File: src/design/cet_pkg.sv
// Shared types for the CSV escape tokenizer: result kinds and result records.
// No dependencies; imported by the decoder, the result queue and the top level.
package cet_pkg;

    localparam int QUEUE_DEPTH = 4;

    typedef enum logic [1:0] {
        KIND_DATA       = 2'd0,
        KIND_FIELD_END  = 2'd1,
        KIND_RECORD_END = 2'd2,
        KIND_INPUT_END  = 2'd3
    } t_kind;

    typedef struct packed {
        t_kind      kind;
        logic [7:0] data;
        logic       last;
    } t_result;

    // Decoder outcome for one item: up to two results, in order.
    typedef struct packed {
        logic [1:0] count;
        t_result    res0;
        t_result    res1;
    } t_dec_out;

endpackage

File: src/design/cet_decode.sv
// Parser state and per-item decode logic of the CSV escape tokenizer.
// Depends on cet_pkg for the result kinds and records.
module cet_decode (
    input  logic              i_clk,
    input  logic              i_rst_n,
    input  logic              i_take,
    input  logic [7:0]        i_byte,
    input  logic              i_eoi,
    output cet_pkg::t_dec_out o_dec
);
    import cet_pkg::*;

    localparam logic [7:0] CH_QUOTE = 8'h22;
    localparam logic [7:0] CH_COMMA = 8'h2C;
    localparam logic [7:0] CH_SEMI  = 8'h3B;
    localparam logic [7:0] CH_BSLASH = 8'h5C;
    localparam logic [7:0] CH_CR    = 8'h0D;
    localparam logic [7:0] CH_LF    = 8'h0A;
    localparam logic [7:0] CH_LOW_X = 8'h78;
    localparam logic [7:0] CH_LOW_N = 8'h6E;
    localparam logic [7:0] CH_LOW_R = 8'h72;
    localparam logic [7:0] CH_ZERO  = 8'h30;

    typedef enum logic [2:0] {
        PH_LINE = 3'd0,
        PH_COMM = 3'd1,
        PH_BODY = 3'd2,
        PH_ESC  = 3'd3,
        PH_HEX1 = 3'd4,
        PH_HEX2 = 3'd5,
        PH_OCT1 = 3'd6,
        PH_OCT2 = 3'd7
    } t_phase;

    t_phase     r_phase, n_phase;
    logic       r_quoted, n_quoted;
    logic       r_skip, n_skip;
    logic [7:0] r_partial, n_partial;

    logic       body;
    logic [7:0] diff;
    t_dec_out   dec;

    function automatic logic [3:0] hex_value(input logic [7:0] c);
        logic [7:0] v;
        begin
            v = 8'd0;
            if (c inside {[8'h30:8'h39]}) v = c - 8'h30;
            else if (c inside {[8'h41:8'h46]}) v = c - 8'h37;
            else if (c inside {[8'h61:8'h66]}) v = c - 8'h57;
            hex_value = v[3:0];
        end
    endfunction

    function automatic t_result mk(input t_kind kind, input logic [7:0] data);
        t_result r;
        begin
            r.kind = kind;
            r.data = data;
            r.last = 1'b0;
            mk = r;
        end
    endfunction

    assign diff = i_byte - CH_ZERO;

    always_comb begin
        n_phase   = r_phase;
        n_quoted  = r_quoted;
        n_skip    = r_skip;
        n_partial = r_partial;
        body      = 1'b0;
        dec       = '0;

        if (i_eoi) begin
            // End of text: drop any partial record, return to reset state.
            n_phase    = PH_LINE;
            n_quoted   = 1'b0;
            n_skip     = 1'b0;
            n_partial  = 8'd0;
            dec.count  = 2'd1;
            dec.res0   = mk(KIND_INPUT_END, 8'd0);
        end else if (r_skip) begin
            n_skip = 1'b0;
        end else begin
            case (r_phase)
                PH_LINE: begin
                    if (i_byte == CH_CR || i_byte == CH_LF) begin
                        n_phase = PH_LINE;
                    end else if (i_byte == CH_SEMI) begin
                        n_phase = PH_COMM;
                    end else begin
                        n_phase = PH_BODY;
                        body    = 1'b1;
                    end
                end
                PH_COMM: begin
                    if (i_byte == CH_LF) n_phase = PH_LINE;
                end
                PH_ESC: begin
                    n_phase = PH_BODY;
                    if (i_byte == CH_CR) begin
                        n_skip = 1'b1;
                    end else if (i_byte == CH_LF) begin
                        n_phase = PH_BODY;
                    end else if (i_byte == CH_LOW_N) begin
                        dec.count = 2'd1;
                        dec.res0  = mk(KIND_DATA, CH_LF);
                    end else if (i_byte == CH_LOW_R) begin
                        dec.count = 2'd1;
                        dec.res0  = mk(KIND_DATA, CH_CR);
                    end else if (i_byte == CH_LOW_X) begin
                        n_phase = PH_HEX1;
                    end else if (i_byte inside {[8'h30:8'h37]}) begin
                        n_partial = {diff[1:0], 6'd0};
                        n_phase   = PH_OCT1;
                    end else begin
                        dec.count = 2'd1;
                        dec.res0  = mk(KIND_DATA, i_byte);
                    end
                end
                PH_HEX1: begin
                    n_partial = {4'd0, hex_value(i_byte)};
                    n_phase   = PH_HEX2;
                end
                PH_HEX2: begin
                    dec.count = 2'd1;
                    dec.res0  = mk(KIND_DATA, {r_partial[3:0], hex_value(i_byte)});
                    n_partial = 8'd0;
                    n_phase   = PH_BODY;
                end
                PH_OCT1: begin
                    n_partial = r_partial + {diff[4:0], 3'd0};
                    n_phase   = PH_OCT2;
                end
                PH_OCT2: begin
                    dec.count = 2'd1;
                    dec.res0  = mk(KIND_DATA, r_partial + diff);
                    n_partial = 8'd0;
                    n_phase   = PH_BODY;
                end
                default: begin
                    n_phase = PH_BODY;
                    body    = 1'b1;
                end
            endcase

            if (body) begin
                if (i_byte == CH_QUOTE) begin
                    n_quoted = ~r_quoted;
                end else if (i_byte == CH_COMMA) begin
                    dec.count = 2'd1;
                    dec.res0  = r_quoted ? mk(KIND_DATA, CH_COMMA)
                                         : mk(KIND_FIELD_END, 8'd0);
                end else if (i_byte == CH_BSLASH) begin
                    n_phase = PH_ESC;
                end else if (i_byte == CH_CR || i_byte == CH_LF) begin
                    if (i_byte == CH_CR) n_skip = 1'b1;
                    if (r_quoted) begin
                        dec.count = 2'd2;
                        dec.res0  = mk(KIND_DATA, CH_CR);
                        dec.res1  = mk(KIND_DATA, CH_LF);
                    end else begin
                        dec.count = 2'd1;
                        dec.res0  = mk(KIND_RECORD_END, 8'd0);
                        n_phase   = PH_LINE;
                    end
                end else begin
                    dec.count = 2'd1;
                    dec.res0  = mk(KIND_DATA, i_byte);
                end
            end
        end

        // Flag the final result of this item.
        if (dec.count == 2'd1) dec.res0.last = 1'b1;
        if (dec.count == 2'd2) dec.res1.last = 1'b1;
    end

    assign o_dec = dec;

    always_ff @(posedge i_clk) begin
        if (!i_rst_n) begin
            r_phase   <= PH_LINE;
            r_quoted  <= 1'b0;
            r_skip    <= 1'b0;
            r_partial <= 8'd0;
        end else if (i_take) begin
            r_phase   <= n_phase;
            r_quoted  <= n_quoted;
            r_skip    <= n_skip;
            r_partial <= n_partial;
        end
    end

endmodule

File: src/design/cet_result_queue.sv
// Small result queue: takes up to two results per cycle, hands out one.
// Depends on cet_pkg for the result record type.
module cet_result_queue #(
    parameter int DEPTH = cet_pkg::QUEUE_DEPTH
) (
    input  logic                         i_clk,
    input  logic                         i_rst_n,
    input  logic [1:0]                   i_push_count,
    input  cet_pkg::t_result             i_res0,
    input  cet_pkg::t_result             i_res1,
    input  logic                         i_pop,
    output logic [$clog2(DEPTH+1)-1:0]   o_count,
    output cet_pkg::t_result             o_head
);
    import cet_pkg::*;

    localparam int PW = $clog2(DEPTH);
    localparam int CW = $clog2(DEPTH + 1);

    t_result          r_slot [DEPTH];
    logic [PW-1:0]    r_wr, n_wr;
    logic [PW-1:0]    r_rd, n_rd;
    logic [CW-1:0]    r_count, n_count;
    logic [PW-1:0]    wr_plus1;
    logic             do_pop;

    function automatic logic [PW-1:0] step(input logic [PW-1:0] p);
        begin
            step = (p == PW'(DEPTH - 1)) ? '0 : p + 1'b1;
        end
    endfunction

    assign wr_plus1 = step(r_wr);
    assign do_pop   = i_pop && (r_count != '0);

    always_comb begin
        n_wr    = r_wr;
        n_rd    = do_pop ? step(r_rd) : r_rd;
        n_count = r_count + CW'(i_push_count) - CW'(do_pop);
        if (i_push_count == 2'd1) n_wr = wr_plus1;
        if (i_push_count == 2'd2) n_wr = step(wr_plus1);
    end

    always_ff @(posedge i_clk) begin
        if (i_push_count != 2'd0) r_slot[r_wr] <= i_res0;
        if (i_push_count == 2'd2) r_slot[wr_plus1] <= i_res1;
    end

    always_ff @(posedge i_clk) begin
        if (!i_rst_n) begin
            r_wr    <= '0;
            r_rd    <= '0;
            r_count <= '0;
        end else begin
            r_wr    <= n_wr;
            r_rd    <= n_rd;
            r_count <= n_count;
        end
    end

    assign o_count = r_count;
    assign o_head  = r_slot[r_rd];

endmodule

File: src/design/csv_escape_tokenizer.sv
// Top level of the CSV escape tokenizer: input register, decoder, result queue.
// Depends on cet_pkg, cet_decode and cet_result_queue.
//
// One raw byte (or an end-of-input mark) enters per item and the block takes a
// new item every cycle while o_in_stall is low. Each item passes the input
// register, is decoded combinationally against the parser state and lands in a
// small result queue whose head drives the output ports, so the first result
// reaches the output ports through the input register and then the queue. Most
// items give zero or one result; a line break inside quotes gives two (CR, LF),
// and since the output port moves one result per cycle while i_out_stall is low,
// a run of such items is paced by the output side. An item waits in the input
// register while the queue lacks room for all its results.
// Result kinds: data byte, field end, record end (last field of a record) and
// input end; last_of_run marks the final result caused by an item. End of input
// discards any partial record and returns the parser to its reset state.
module csv_escape_tokenizer #(
    parameter int QUEUE_DEPTH = cet_pkg::QUEUE_DEPTH
) (
    input  logic       i_clk,
    input  logic       i_rst_n,
    // input channel
    input  logic       i_in_valid,
    output logic       o_in_stall,
    input  logic [7:0] i_in_byte,
    input  logic       i_end_of_input,
    // result channel
    output logic       o_out_valid,
    input  logic       i_out_stall,
    output logic [1:0] o_out_kind,
    output logic [7:0] o_out_byte,
    output logic       o_last_of_run
);
    import cet_pkg::*;

    localparam int CW = $clog2(QUEUE_DEPTH + 1);

    // input register
    logic          r_s1_valid;
    logic [7:0]    r_s1_byte;
    logic          r_s1_eoi;

    t_dec_out      dec;
    t_result       head;
    logic [CW-1:0] q_count;
    logic [CW:0]   room_need;
    logic          take;
    logic          load;
    logic [1:0]    push_count;

    // Hand the held item to the decoder only if all its results fit.
    assign room_need = {1'b0, q_count} + (CW + 1)'(dec.count);
    assign take      = r_s1_valid && (room_need <= (CW + 1)'(QUEUE_DEPTH));
    assign push_count = take ? dec.count : 2'd0;

    // Stall only while a held item cannot advance.
    assign o_in_stall = r_s1_valid && !take;
    assign load       = i_in_valid && !o_in_stall;

    always_ff @(posedge i_clk) begin
        if (!i_rst_n) begin
            r_s1_valid <= 1'b0;
        end else if (load) begin
            r_s1_valid <= 1'b1;
        end else if (take) begin
            r_s1_valid <= 1'b0;
        end
    end

    // Payload holds no reset; capture on load only.
    always_ff @(posedge i_clk) begin
        if (load) begin
            r_s1_byte <= i_in_byte;
            r_s1_eoi  <= i_end_of_input;
        end
    end

    cet_decode u_decode (
        .i_clk   (i_clk),
        .i_rst_n (i_rst_n),
        .i_take  (take),
        .i_byte  (r_s1_byte),
        .i_eoi   (r_s1_eoi),
        .o_dec   (dec)
    );

    cet_result_queue #(
        .DEPTH (QUEUE_DEPTH)
    ) u_queue (
        .i_clk        (i_clk),
        .i_rst_n      (i_rst_n),
        .i_push_count (push_count),
        .i_res0       (dec.res0),
        .i_res1       (dec.res1),
        .i_pop        (!i_out_stall),
        .o_count      (q_count),
        .o_head       (head)
    );

    // Present the queue head.
    assign o_out_valid   = (q_count != '0);
    assign o_out_kind    = head.kind;
    assign o_out_byte    = head.data;
    assign o_last_of_run = head.last;

endmodule
File: config.mk
export PLATFORM = sky130hd
export DESIGN_NAME = csv_escape_tokenizer
export DESIGN_NICKNAME = d
export VERILOG_FILES = /design/src/design/cet_pkg.sv /design/src/design/cet_decode.sv /design/src/design/cet_result_queue.sv /design/src/design/csv_escape_tokenizer.sv
export SDC_FILE = /design/constraint.sdc
export NUM_CORES = 1
export LEC_CHECK = 0
export ABC_AREA = 1
export BUFFER_PORTS_ARGS = -buffer_cell sky130_fd_sc_hd__buf_2
export CAP_MARGIN = 30
export CORE_UTILIZATION = 62
export DETAILED_ROUTE_END_ITERATION = 8
export GPL_ROUTABILITY_DRIVEN = 0
export GPL_TIMING_DRIVEN = 1
export PLACE_DENSITY = 0.8
export SLEW_MARGIN = 30
export SYNTH_ARGS = -nofsm -noshare
export SYNTH_HDL_FRONTEND = slang
export SYNTH_SLANG_ARGS = --single-unit
File: constraint.sdc
create_clock -name i_clk -period 5.7 [get_ports i_clk]
set_input_delay 0.285 -clock i_clk [delete_from_list [all_inputs] [get_ports i_clk]]
set_output_delay 0.285 -clock i_clk [all_outputs]
set_load 0.01 [all_outputs]
==> results of run 1 <==
## kinds of logic (layout without fill, tap and decap cells)
logic type / count (synthesis) / count (layout) / synth area share [%]
and+or+nand+nor: 418 / 418 / 36.10
buffers and inverters: 104 / 129 / 7.888
AOI/OAI and AO/OA: 99 / 99 / 10.85
DFF: 76 / 76 / 33.29
adders and majority gates: 40 / 40 / 10.20
xor gates and xnor gates: 10 / 10 / 1.683
## worst max-delay path by stage
stage                             from              endpoint  cells past startpoint
after floorplan           r_s1_byte[1]  u_queue.r_slot[3][2]                     27
after global placement    r_s1_byte[1]  u_queue.r_slot[0][4]                     25
after detailed placement  r_s1_byte[1]  u_queue.r_slot[0][4]                     25
after CTS                 r_s1_byte[1]  u_queue.r_slot[1][2]                     25
after global routing      r_s1_byte[0]  u_queue.r_slot[1][4]                     25
final                     r_s1_byte[1]  u_queue.r_slot[1][2]                     25
## cells in the final DEF (no fill, tap or decap), types with 2 or more instances in the layout
master	instances
sky130_fd_sc_hd__nor2_2	3
sky130_fd_sc_hd__nand4_1	22
sky130_fd_sc_hd__inv_2	8
sky130_fd_sc_hd__fa_1	4
sky130_fd_sc_hd__buf_4	3
sky130_fd_sc_hd__dfxtp_1	55
sky130_fd_sc_hd__xnor2_1	4
sky130_fd_sc_hd__nand2_2	7
sky130_fd_sc_hd__xor2_1	6
sky130_fd_sc_hd__or2_2	4
sky130_fd_sc_hd__o21ai_2	3
sky130_fd_sc_hd__inv_8	3
sky130_fd_sc_hd__nand3b_1	2
sky130_fd_sc_hd__nor2_4	2
sky130_fd_sc_hd__o21a_1	2
sky130_fd_sc_hd__a31oi_1	3
sky130_fd_sc_hd__edfxtp_1	21
sky130_fd_sc_hd__ha_1	36
sky130_fd_sc_hd__o21ai_0	37
sky130_fd_sc_hd__buf_2	25
sky130_fd_sc_hd__o22ai_1	13
sky130_fd_sc_hd__clkbuf_8	9
sky130_fd_sc_hd__inv_1	76
sky130_fd_sc_hd__nand3_1	65
sky130_fd_sc_hd__nand2_1	216
sky130_fd_sc_hd__o31ai_2	2
sky130_fd_sc_hd__nor2_1	80
sky130_fd_sc_hd__nand3_2	8
sky130_fd_sc_hd__o21ai_1	2
sky130_fd_sc_hd__a21oi_1	33
## cell type report
cell class	count	area (um2)
Clock buffer	10	148.9
Clock inverter	6	58.81
Fill cell	736	2575
Inverter	85	321.6
Multi-Input combinational cell	567	3060
Sequential cell	76	1732
Tap cell	105	131.4
Timing Repair Buffer	28	147.6
## power by group through the flow
stage,sequential [mW],clock (mW),combinational [mW]
floorplan,0.746,0,0.480
global placement,0.790,0,0.599
detailed placement,0.795,0,0.614
CTS,0.784,0.439,0.620
global route,0.800,0.460,0.707
finish,0.786,0.434,0.622
## layer usage
layer	GRT usage (%)	wire length [um]	vias up
met5	0	0	-
met4	10.00	247	0
met3	7.724	1107	25
met2	51.96	6033	203
met1	42.03	5779	2346
li1	-	-	2486
## stage by stage
step,area [um2],setup slack (ns)
after CTS,5600,0.7758
after global placement,5393,0.9650
after detailed placement,5393,0.8623
after floorplan,5202,1.586
after global routing,5600,0.3229
final,5600,0.7410
## worst max-delay path, delay by kind of cell, from the launching register on
kind / cells / cell delay, ns
AND/OR/NAND/NOR: 13 / 2.29
adder cells (fa/ha/maj): 4 / 1.11
buffers and inverters: 7 / 0.90
flip-flops: 1 / 0.36
AO/OA/AOI/OAI: 1 / 0.16
## sequential cells by signal, indices dropped and copies added, names as in the netlist, named ones only
register and cells:
u_decode.r_quoted 1, u_decode.r_phase 3, u_queue.r_wr 2, u_queue.r_rd 2, u_queue.o_count 3, r_s1_byte 8, u_queue.r_slot 44, r_s1_eoi 1
r_s1_valid 1, u_decode.r_skip 1, u_decode.r_partial 8
==> impl_results.md, run 1 <==
* Outcome: completed
* Worst-case register-to-register setup slack at 0.74 ns
* Depth of the worst hold-timing path at 1
* P_leak at around 2.7 nW
* Final nets at 820
* Die width at around 94 um
* Synthesized flop and latch total at between 70 and 80
* Inserted Diodes at 0
* Overall fraction of global-route tracks in use at 32.04%
* Synth cell count leaders: sky130_fd_sc_hd__nand2_1 (216), sky130_fd_sc_hd__nor2_1 (80), sky130_fd_sc_hd__inv_1 (76)
* Register area share after synthesis at 33.29%
* Transition time of the tightest slew-check pin at ~0.83 ns
* Clock H-tree levels at 3
* Total Routed Length at approximately 13000 um
* Pin count of the biggest net entering global routing at 29
* Setup Viol. Count Final at 0
* Cell with the most instances after synthesis: sky130_fd_sc_hd__nand2_1
* Crit Path Category: reg -> reg
* Routed wire length per instance at roughly 15 um
* Crit path top cell by count: sky130_fd_sc_hd__inv_1
* Clock power share at 23.6%
* Final-layout worst hold slack at 0.08697 ns
* Post-synthesis instance area at 5202 um2
* Overall die height at 93.61 um
* Distinct cells, synth at 45
* Clock latency on the worst-skew pair at 0.37 ns
* Total core area at just over 8000 um2
* Yosys warns at 0
* Count of clock tree sinks at 76
* Fraction of power consumed by combinational cells at approximately 34%
* Overall via count from detail_route at a little over 5000
* Wire length of the first global-routing pass at 21710 um
* Share of total power consumed by net switching at 39.66%
* Reg-to-Reg End: u_queue.r_slot[1][2]
* Share of the clock period used by the worst path at between 80% and 90%
* Setup TNS at 0 ns
* Fmax achieved at 201.7 MHz
* Average instance area after synthesis at 6.965 um2
* Root Buffer Master: sky130_fd_sc_hd__clkbuf_8
* DRC Markers at 0
* MaxCap Viol Count at 0
* Switching pwr at 0.7306 mW
* Final hold vios at 0
* Port Buffer Count at 25
* Number of pins with negative max-slew slack in the final report at 0
* Via count of the first global-routing pass at 4585
* Power per standard cell area at 329.0 nW/um2
* Cells taking the most area after synthesis: sky130_fd_sc_hd__dfxtp_1 (21%), sky130_fd_sc_hd__nand2_1 (16%), sky130_fd_sc_hd__edfxtp_1 (12%)
* Hold/Removal Path Class: in -> reg
* Data required time of the critical path at ~5.9 ns
* Top-level port count at 26
* Count of flip-flops with a built-in enable after synthesis at 21
* Starting density of the core at 63.64%
* Row cnt at 33
* Worst clock skew at 0.01528 ns
* Remaining max-slew budget at the tightest pin at ~45%
* Via/cell ratio at 5.770
* Core utilization of the finished layout at 68.50%
* Area grow syn2layout at 7.648%
* Fin crit period at 4.959 ns
* Drt first-iter violations at 444
* Area of the die at between 8000 and 9000 um2
* Post-DRT Antenna Nets at 0
* Syn Nets at 800
* Clock slew at the register clock pins of the worst setup and hold paths at approximately 0.090 ns
* Internal power summed over all cells at approximately 1.1 mW
* Hold-critical path endpoint: r_s1_byte[4]
* Async S/R FF share, synth at 0%
* Sequential group share of total power at 42.7%
* Half-perimeter wire length of the detailed placement result at roughly 9900 um
* Final global-route overflow total at 0
* Hold buffer count at cts at 0
* Library cell contributing the largest single delay on the critical path: sky130_fd_sc_hd__nor2_1
* Post-synth top area cell: sky130_fd_sc_hd__dfxtp_1
* Top flip-flop cell by instance count after synthesis: sky130_fd_sc_hd__dfxtp_1
* CTS buffer count at 9
* Data arrival time of the critical path at around 5.2 ns
* Crit-path max cell delay at 0.65 ns
* Launching point of the worst reg2reg path: r_s1_byte[1]
* Hold Startpoint: i_in_byte[4]
* Top cell type's share of synthesized area at 21.16%
* Final std cells w/o fill at 877
* Post-CTS setup buffer count at 0
* Number of cells traversed by the worst register-to-register path at 25
* Number of antenna violations at the first check in global routing at 0
* Post_cts resized at 0
* RSZ-0062 raised after global routing: false
* Layout cell share with drive strength beyond 1 at 11.40%
* Total power draw at between 1.5 and 2 mW
* Launching element type of the critical path: register
* Gate count of the mapped netlist at 747
* Endpoint type of the worst setup path: register
* Maximum vdd drop at 0.2305 mV
* Largest fanout on the critical path at 11
* DRT Pass-1 Iters at 5
* Post-Place Cells at 861
* Maximum buffer depth of the clock tree at 2
* TritonCTS clock tree: done
No activity file was read; power rests on OpenSTA's default activity.
==> inputs of run 2 (changes only) <==
- CELL_PAD_IN_SITES_DETAIL_PLACEMENT: default -> 1
- CELL_PAD_IN_SITES_GLOBAL_PLACEMENT: default -> 1
- CORE_UTILIZATION: 62 -> 45
- PLACE_DENSITY: 0.8 -> default
- PLACE_DENSITY_LB_ADDON: default -> 0.1
==> run 2 against run 1 <==
Against the previous run: setup slack got worse by 0.25 ns; flip-flop and latch count stayed put; sequential share of layout area decreased by 0.88 points; non-clock buffer count grew 1; clock power rose by 40%; combinational power is 6.8% higher; maximum frequency down 4.9%; die area grew 37%; worst hold slack better by 0.027 ns; via count about the same.
==> impl_results.md, run 2 (synthesis results as in run 1) <==
* Half-perimeter wire length of the detailed placement result at 12400 um (+26%)
* Library cell contributing the largest single delay on the critical path: sky130_fd_sc_hd__edfxtp_1
* Met1 global-route usage at 38.51% (-3.5 points)
* Crit-path max cell delay at 0.66 ns (about the same)
* MaxCap Viol Count at 0 (unchanged)
* Switching pwr at 0.7508 mW (+2.8%)
* Number of flip-flops under the largest register name at 44 (unchanged)
* Post-detailed-placement cell area at 5444 um2 (+0.95%)
* Routed wire length per instance at 17.55 um (+17%)
* Crit Path Category: reg -> reg
* Total core area at 11030 um2 (+35%)
* Remaining max-slew budget at the tightest pin at 46.19% (+1.6 points)
* Drt first-iter violations at 305 (-31%)
* Data required time of the critical path at 5.98 ns (+0.05 ns)
* Area of the die at 11990 um2 (+37%)
* RSZ-0062 raised after global routing: false
* Launching point of the worst reg2reg path: r_s1_byte[1]
* Worst clock skew at 0.009460 ns (-0.005818 ns)
* Root Buffer Master: sky130_fd_sc_hd__clkbuf_16
* Number of antenna violations at the first check in global routing at 0 (unchanged)
* Area grow syn2layout at 10.80%
* Hold-critical path endpoint: r_s1_byte[5]
* Hold buffer count at cts at 0 (unchanged)
* Port Buffer Count at 25 (unchanged)
* Clock latency on the worst-skew pair at 0.34 ns (-0.03 ns)
* Overall fraction of global-route tracks in use at 29.51% (-2.5 points)
* Top-level port count at 26 (unchanged)
* CTS buffer count at 9 (unchanged)
* Post-Place Cells at 897 (+4.2%)
* Inserted Diodes at 0 (unchanged)
* Fmax achieved at 191.8 MHz (-4.9%)
* Via/cell ratio at 5.538 (-4.0%)
* Outcome: completed
* Number of cells traversed by the worst register-to-register path at 25 (unchanged)
* Maximum vdd drop at 0.2356 mV (+2.2%)
* DRC Markers at 0 (unchanged)
* Final global-route overflow total at 0 (unchanged)
* Starting density of the core at 47.16% (-16 points)
* Largest regs: u_queue.r_slot: 44 flops, r_s1_byte: 8 flops, u_decode.r_partial: 8 flops
* Via count of the first global-routing pass at 5405 (+18%)
* Launching element type of the critical path: register
* Setup Viol. Count Final at 0 (unchanged)
* Highest-utilization routing layer at the global route stage: met2
* Overall via count from detail_route at 5056 (-0.079%)
* Internal power summed over all cells at 1.301 mW (+17%)
* Worst-case register-to-register setup slack at 0.49 ns (-0.25 ns)
* Final nets at 821 (+0.12%)
* Post-DRT Antenna Nets at 0 (unchanged)
* Count of clock tree sinks at 76 (unchanged)
* Maximum buffer depth of the clock tree at 2 (unchanged)
* Crit path top cell by count: sky130_fd_sc_hd__inv_1
* Met3 usage at 6.283% (-1.4 points)
* Power per standard cell area at 356.0 nW/um2 (+8.2%)
* P_leak at 2.799 nW (+2.1%)
* Reg-to-Reg End: u_queue.r_slot[2][7]
* Final hold vios at 0 (unchanged)
* Fraction of power consumed by combinational cells at 32.3% (-1.5 points)
* Biggest register: u_queue.r_slot
* Share of total power consumed by net switching at 36.59% (-3.1 points)
* Post-CTS setup buffer count at 0 (unchanged)
* Endpoint type of the worst setup path: register
* TritonCTS clock tree: done
* Clock H-tree levels at 3 (unchanged)
* Overall die height at 109.5 um (+17%)
* Hold/Removal Path Class: in -> reg
* Fin crit period at 5.213 ns (+0.2543 ns)
* Data arrival time of the critical path at 5.49 ns (+0.30 ns)
* Largest fanout on the critical path at 11 (unchanged)
* Post-route standard cell area excluding fillers at 5764 um2 (+2.9%)
* Final-layout worst hold slack at 0.1140 ns (+0.02702 ns)
* Most frequent standard cell in the layout excluding fill and tap cells: sky130_fd_sc_hd__nand2_1
* Post_cts resized at 0 (unchanged)
* Die width at 109.5 um (+17%)
* Depth of the worst hold-timing path at 1 (unchanged)
* Clock slew at the register clock pins of the worst setup and hold paths at 0.06 ns (-0.03 ns)
* Final std cells w/o fill at 913 (+4.1%)
* Transition time of the tightest slew-check pin at 0.8041 ns (-0.02326 ns)
* Layout cell share with drive strength beyond 1 at 11.38% (-0.015 points)
* Hold Startpoint: i_in_byte[5]
* Setup TNS at 0 ns (unchanged)
* Pin count of the biggest net entering global routing at 29 (unchanged)
* Core utilization of the finished layout at 52.26% (-16 points)
* Share of the clock period used by the worst path at 91.46% (+4.5 points)
* Routing usage on met2 at 49.55% (-2.4 points)
* Number of pins with negative max-slew slack in the final report at 0 (unchanged)
* Highest-count cells in the layout ignoring fill and taps: sky130_fd_sc_hd__nand2_1 (216), sky130_fd_sc_hd__nor2_1 (80), sky130_fd_sc_hd__inv_1 (76), sky130_fd_sc_hd__nand3_1 (65), sky130_fd_sc_hd__dfxtp_1 (55)
* Sequential group share of total power at 38.0% (-4.7 points)
* Total Routed Length at 16030 um (+22%)
* Row cnt at 38 (+15%)
* Clock power share at 29.7% (+6.1 points)
* DRT Pass-1 Iters at 5 (unchanged)
* Wire length of the first global-routing pass at 26990 um (+24%)
[run 2: cell count changes in the layout (fill, tap and decap cells not counted)]
cell / change
sky130_fd_sc_hd__clkinv_2: +1
sky130_fd_sc_hd__clkbuf_1: +1
sky130_fd_sc_hd__clkbuf_16: +9
sky130_fd_sc_hd__clkbuf_8: -8
sky130_fd_sc_hd__inv_8: -3
sky130_fd_sc_hd__buf_4: +1
sky130_fd_sc_hd__bufinv_16: +1
sky130_fd_sc_hd__clkinvlp_4: -1
[run 2: worst max path at each step]
stage                           endpoint  slack (ns)         start  depth (start not counted)
floorplan           u_queue.r_slot[3][2]        1.59  r_s1_byte[1]                         27
global placement    u_queue.r_slot[0][4]        0.89  r_s1_byte[1]                         24
detailed placement  u_queue.r_slot[0][4]        0.58  r_s1_byte[1]                         25
CTS                 u_queue.r_slot[2][7]        0.52  r_s1_byte[1]                         25
global route        u_queue.r_slot[0][4]        0.04  r_s1_byte[1]                         25
finish              u_queue.r_slot[2][7]        0.49  r_s1_byte[1]                         25
[run 2: metrics by stage]
step | setup slack, ns | total power, mW
3_5_place_dp | 0.5760 | 1.449
4_1_cts | 0.5247 | 2.066
3_3_place_gp | 0.8854 | 1.419
6_report | 0.4867 | 2.052
5_1_grt | 0.04013 | 2.191
2_1_floorplan | 1.586 | 1.226
[run 2: cell type report]
type,count,area (um2)
Clock buffer,12,267.8
Clock inverter,4,52.55
Fill cell,1460,5266
Inverter,85,321.6
Multi-Input combinational cell,567,3060
Sequential cell,76,1732
Tap cell,140,175.2
Timing Repair Buffer,29,155.1
[run 2: critical path, delay by kind of cell, from the launching register on]
family	cells	cell delay, ns
AOI/OAI and AO/OA	3	0.66
adders and majority gates	4	1.22
buffers and inverters	6	0.69
DFF	1	0.66
and+or+nand+nor	12	1.94
[run 2: power groups by stage]
stage	logic, mW	registers, mW	clock network (mW)
after floorplan	0.480	0.746	0
after global placement	0.637	0.782	0
after detailed placement	0.661	0.788	0
after CTS	0.670	0.779	0.618
after global routing	0.753	0.794	0.644
final	0.664	0.779	0.609
[run 2: per-layer routing]
layer | up-vias | routed length, um
met5 | - | 0
met3 | 18 | 739
li1 | 2489 | -
met1 | 2442 | 7529
met2 | 107 | 7547
met4 | 0 | 209
==> inputs of run 3 (changes only) <==
- CORE_UTILIZATION: 45 -> 47
- CTS_BUF_LIST: default -> sky130_fd_sc_hd__clkbuf_4
==> run 3 against run 2 <==
Against the previous run: final cell count up 0.99%; count of clock-buffer cells in the layout down 3; setup slack better by 0.046 ns; die area down 4.2%; maximum frequency up 0.89%; worst hold slack worse by 0.014 ns; clock power down 51%; clock skew up 0.017 ns; first-iteration DRC count up 12%; flip-flop and latch count unchanged; sequential share of layout area up 0.67 points; largest cell class unchanged; highest routed layer unchanged.
==> impl_results.md, run 3 (synthesis results as in run 1) <==
* Worst setup slack after layout at 0.5325 ns (+0.04582 ns)
* Overall fraction of global-route tracks in use at 30.43% (+0.91 points)
* Library cell contributing the largest single delay on the critical path: sky130_fd_sc_hd__edfxtp_1
* Data arrival time of the critical path at 5.49 ns (about the same)
* P_leak at 2.737 nW (-2.2%)
* Count of clock tree sinks at 76 (unchanged)
* Worst-case register-to-register setup slack at 0.53 ns (+0.05 ns)
* Largest fanout on the critical path at 11 (unchanged)
* Power per standard cell area at 308.5 nW/um2 (-13%)
* Number of antenna violations at the first check in global routing at 1 (+1)
* Largest regs: u_queue.r_slot: 44 flops, r_s1_byte: 8 flops, u_decode.r_partial: 8 flops
* Reg-to-Reg End: u_queue.r_slot[0][4]
* Top-level port count at 26 (unchanged)
* Worst clock skew at 0.02612 ns (+0.01666 ns)
* CTS buffer count at 9 (unchanged)
* Clock H-tree levels at 3 (unchanged)
* Pin count of the biggest net entering global routing at 29 (unchanged)
* Root Buffer Master: sky130_fd_sc_hd__clkbuf_4
* Critical path depth in cells at 24 (-4.0%)
* DRC Markers at 0 (unchanged)
* Outcome: completed
* Critical path cell sequence: inv_1 -> ha_1 -> inv_1 -> nor2_1 -> nand3_1 -> nand4_4 -> nor2_4 -> nand2_2 -> nand2_1 -> nand2_2 -> ha_1 -> inv_1 -> fa_1 -> inv_1 -> o21ai_2 -> nand4_2 -> inv_1 -> nand2_2 -> ha_1 -> nand2_1 -> inv_1 -> nor2_1 -> nand4_1 -> nand2_1
* Depth of the worst hold-timing path at 3 (+2)
* Switching pwr at 0.7300 mW (-2.8%)
* Share of total power consumed by net switching at 41.97% (+5.4 points)
* Die width at 107.2 um (-2.1%)
* Core utilization of the finished layout at 52.25% (about the same)
* Crit Path Category: reg -> reg
* FILL cells at 1459 (-0.068%)
* Hold/Removal Path Class: in -> reg
* Area of the die at 11490 um2 (-4.2%)
* Fraction of power consumed by combinational cells at 37.3% (+5.0 points)
* Total core area at 10790 um2 (-2.2%)
* Clock latency on the worst-skew pair at 0.47 ns (+0.13 ns)
* Sequential group share of total power at 45.6% (+7.6 points)
* Number of buffer and inverter instances along the worst setup path at 6 (unchanged)
* Wire length of the first global-routing pass at 27020 um (+0.13%)
* Final nets at 829 (+0.97%)
* Area taken by flip-flops and latches at 1732 um2 (unchanged)
* Biggest register: u_queue.r_slot
* Crit-path max cell delay at 0.66 ns (about the same)
* Worst slack at placement at 0.5409 ns (-0.03504 ns)
* Hold-critical path endpoint: r_s1_valid
* Row cnt at 38 (unchanged)
* Data required time of the critical path at 6.02 ns (+0.04 ns)
* MaxCap Viol Count at 0 (unchanged)
* Via/cell ratio at 5.551 (+0.24%)
* Clock slew at the register clock pins of the worst setup and hold paths at 0.13 ns (+0.07 ns)
* Overall die height at 107.2 um (-2.1%)
* Post-DRT Antenna Nets at 0 (unchanged)
* Port Buffer Count at 25 (unchanged)
* Setup Viol. Count Final at 0 (unchanged)
* DRT Pass-1 Iters at 5 (unchanged)
* Hold Startpoint: i_in_valid
* Remaining max-slew budget at the tightest pin at 44.44% (-1.7 points)
* Fin crit period at 5.167 ns (-0.04582 ns)
* Drt first-iter violations at 343 (+12%)
* Overall via count from detail_route at 5118 (+1.2%)
* Internal power summed over all cells at 1.009 mW (-22%)
* Highest-count cells in the layout ignoring fill and taps: sky130_fd_sc_hd__nand2_1 (216), sky130_fd_sc_hd__nor2_1 (79), sky130_fd_sc_hd__inv_1 (76), sky130_fd_sc_hd__nand3_1 (65), sky130_fd_sc_hd__dfxtp_1 (55)
* Clock power share at 17.1% (-13 points)
* Number of flip-flops under the largest register name at 44 (unchanged)
* Starting density of the core at 48.20% (+1.0 points)
* Launching point of the worst reg2reg path: r_s1_byte[1]
* Crit path top cell by count: sky130_fd_sc_hd__inv_1
* Most frequent standard cell in the layout excluding fill and tap cells: sky130_fd_sc_hd__nand2_1
* Launching element type of the critical path: register
* Routed wire length per instance at 17.50 um (-0.30%)
* Half-perimeter wire length of the detailed placement result at 12600 um (+1.6%)
* Endpoint type of the worst setup path: register
* Final global-route overflow total at 0 (unchanged)
* Number of cells traversed by the worst register-to-register path at 24 (-4.0%)
* Number of pins with negative max-slew slack in the final report at 0 (unchanged)
* Fmax achieved at 193.5 MHz (+0.89%)
* Via count of the first global-routing pass at 5311 (-1.7%)
* Transition time of the tightest slew-check pin at 0.8303 ns (+0.02615 ns)
* Area of combinational cells with multiple inputs at 3063 um2 (about the same)
* Cell family contributing the most delay on the critical path: simple AND/OR/NAND/NOR gates
* Layout cell share with drive strength beyond 1 at 11.15% (-0.23 points)
* Final-layout worst hold slack at 0.1004 ns (-0.01363 ns)
* Maximum vdd drop at 0.2031 mV (-14%)
* Total Routed Length at 16140 um (+0.69%)
* Final hold vios at 0 (unchanged)
* Share of the clock period used by the worst path at 90.66% (-0.80 points)
* Maximum buffer depth of the clock tree at 2 (unchanged)
* Area grow syn2layout at 8.393%
* TritonCTS clock tree: done
[run 3: worst max path at each step]
stage                                end    startpoint  slack [ns]
floorplan           u_queue.r_slot[3][2]  r_s1_byte[1]        1.59
global placement    u_queue.r_slot[2][4]  r_s1_byte[1]        0.91
detailed placement  u_queue.r_slot[2][2]  r_s1_byte[1]        0.54
CTS                 u_queue.r_slot[2][2]  r_s1_byte[1]        0.48
global route        u_queue.r_slot[0][4]  r_s1_byte[1]     -0.0004
finish              u_queue.r_slot[0][4]  r_s1_byte[1]        0.53
[run 3: area by class of cell]
cell class              count  share of cell area (%)
clock inverters             6                  0.6656
repair buffers             37                   4.216
flip-flops and latches     76                   30.71
diodes                      2                 0.08875
clock buffers               9                   1.198
multi-input cells         567                   54.32
well taps                 140                   3.106
inverters                  85                   5.702
[run 3: worst register-to-register path, delay by kind of cell (launching register included)]
family | cells | cell delay, ns
AO/OA/AOI/OAI | 1 | 0.17
buffers and inverters | 6 | 0.74
AND/OR/NAND/NOR | 13 | 2.31
flip-flops | 1 | 0.66
adder cells (fa/ha/maj) | 4 | 1.16
[run 3: layer usage]
layer	global-route usage (%)	wire [um]	part of all wire [%]	up-vias
met3	4.559	680	4.2	22
met2	51.01	7616	47	106
met5	0	0	0	-
met4	9.002	214	1.3	0
met1	40.36	7625	47	2483
li1	-	-	-	2507
[run 3: what timing repair did]
item                                    in CTS  in global routing
endpoints found under the setup margin       0                  2
endpoints found under the hold margin        9                  0
buffers inserted                             0                  0
hold buffers                                 9                  0
gates resized for setup                      0                  1
[run 3: metrics by stage]
stage | TNS, ns | total power [mW] | cells | area (um2)
floorplan | 0 | 1.226 | 747 | 5202
global placement | 0 | 1.411 | 896 | 5436
detailed placement | 0 | 1.446 | 896 | 5436
CTS | 0 | 1.746 | 920 | 5632
global route | -0.0004392 | 1.868 | 922 | 5639
finish | 0 | 1.739 | 922 | 5639
[run 3: power by group through the flow]
stage | clock network [mW] | logic (mW) | registers [mW]
detailed placement | 0 | 0.644 | 0.803
global route | 0.324 | 0.736 | 0.808
finish | 0.297 | 0.649 | 0.793
global placement | 0 | 0.615 | 0.796
floorplan | 0 | 0.480 | 0.746
CTS | 0.303 | 0.652 | 0.791
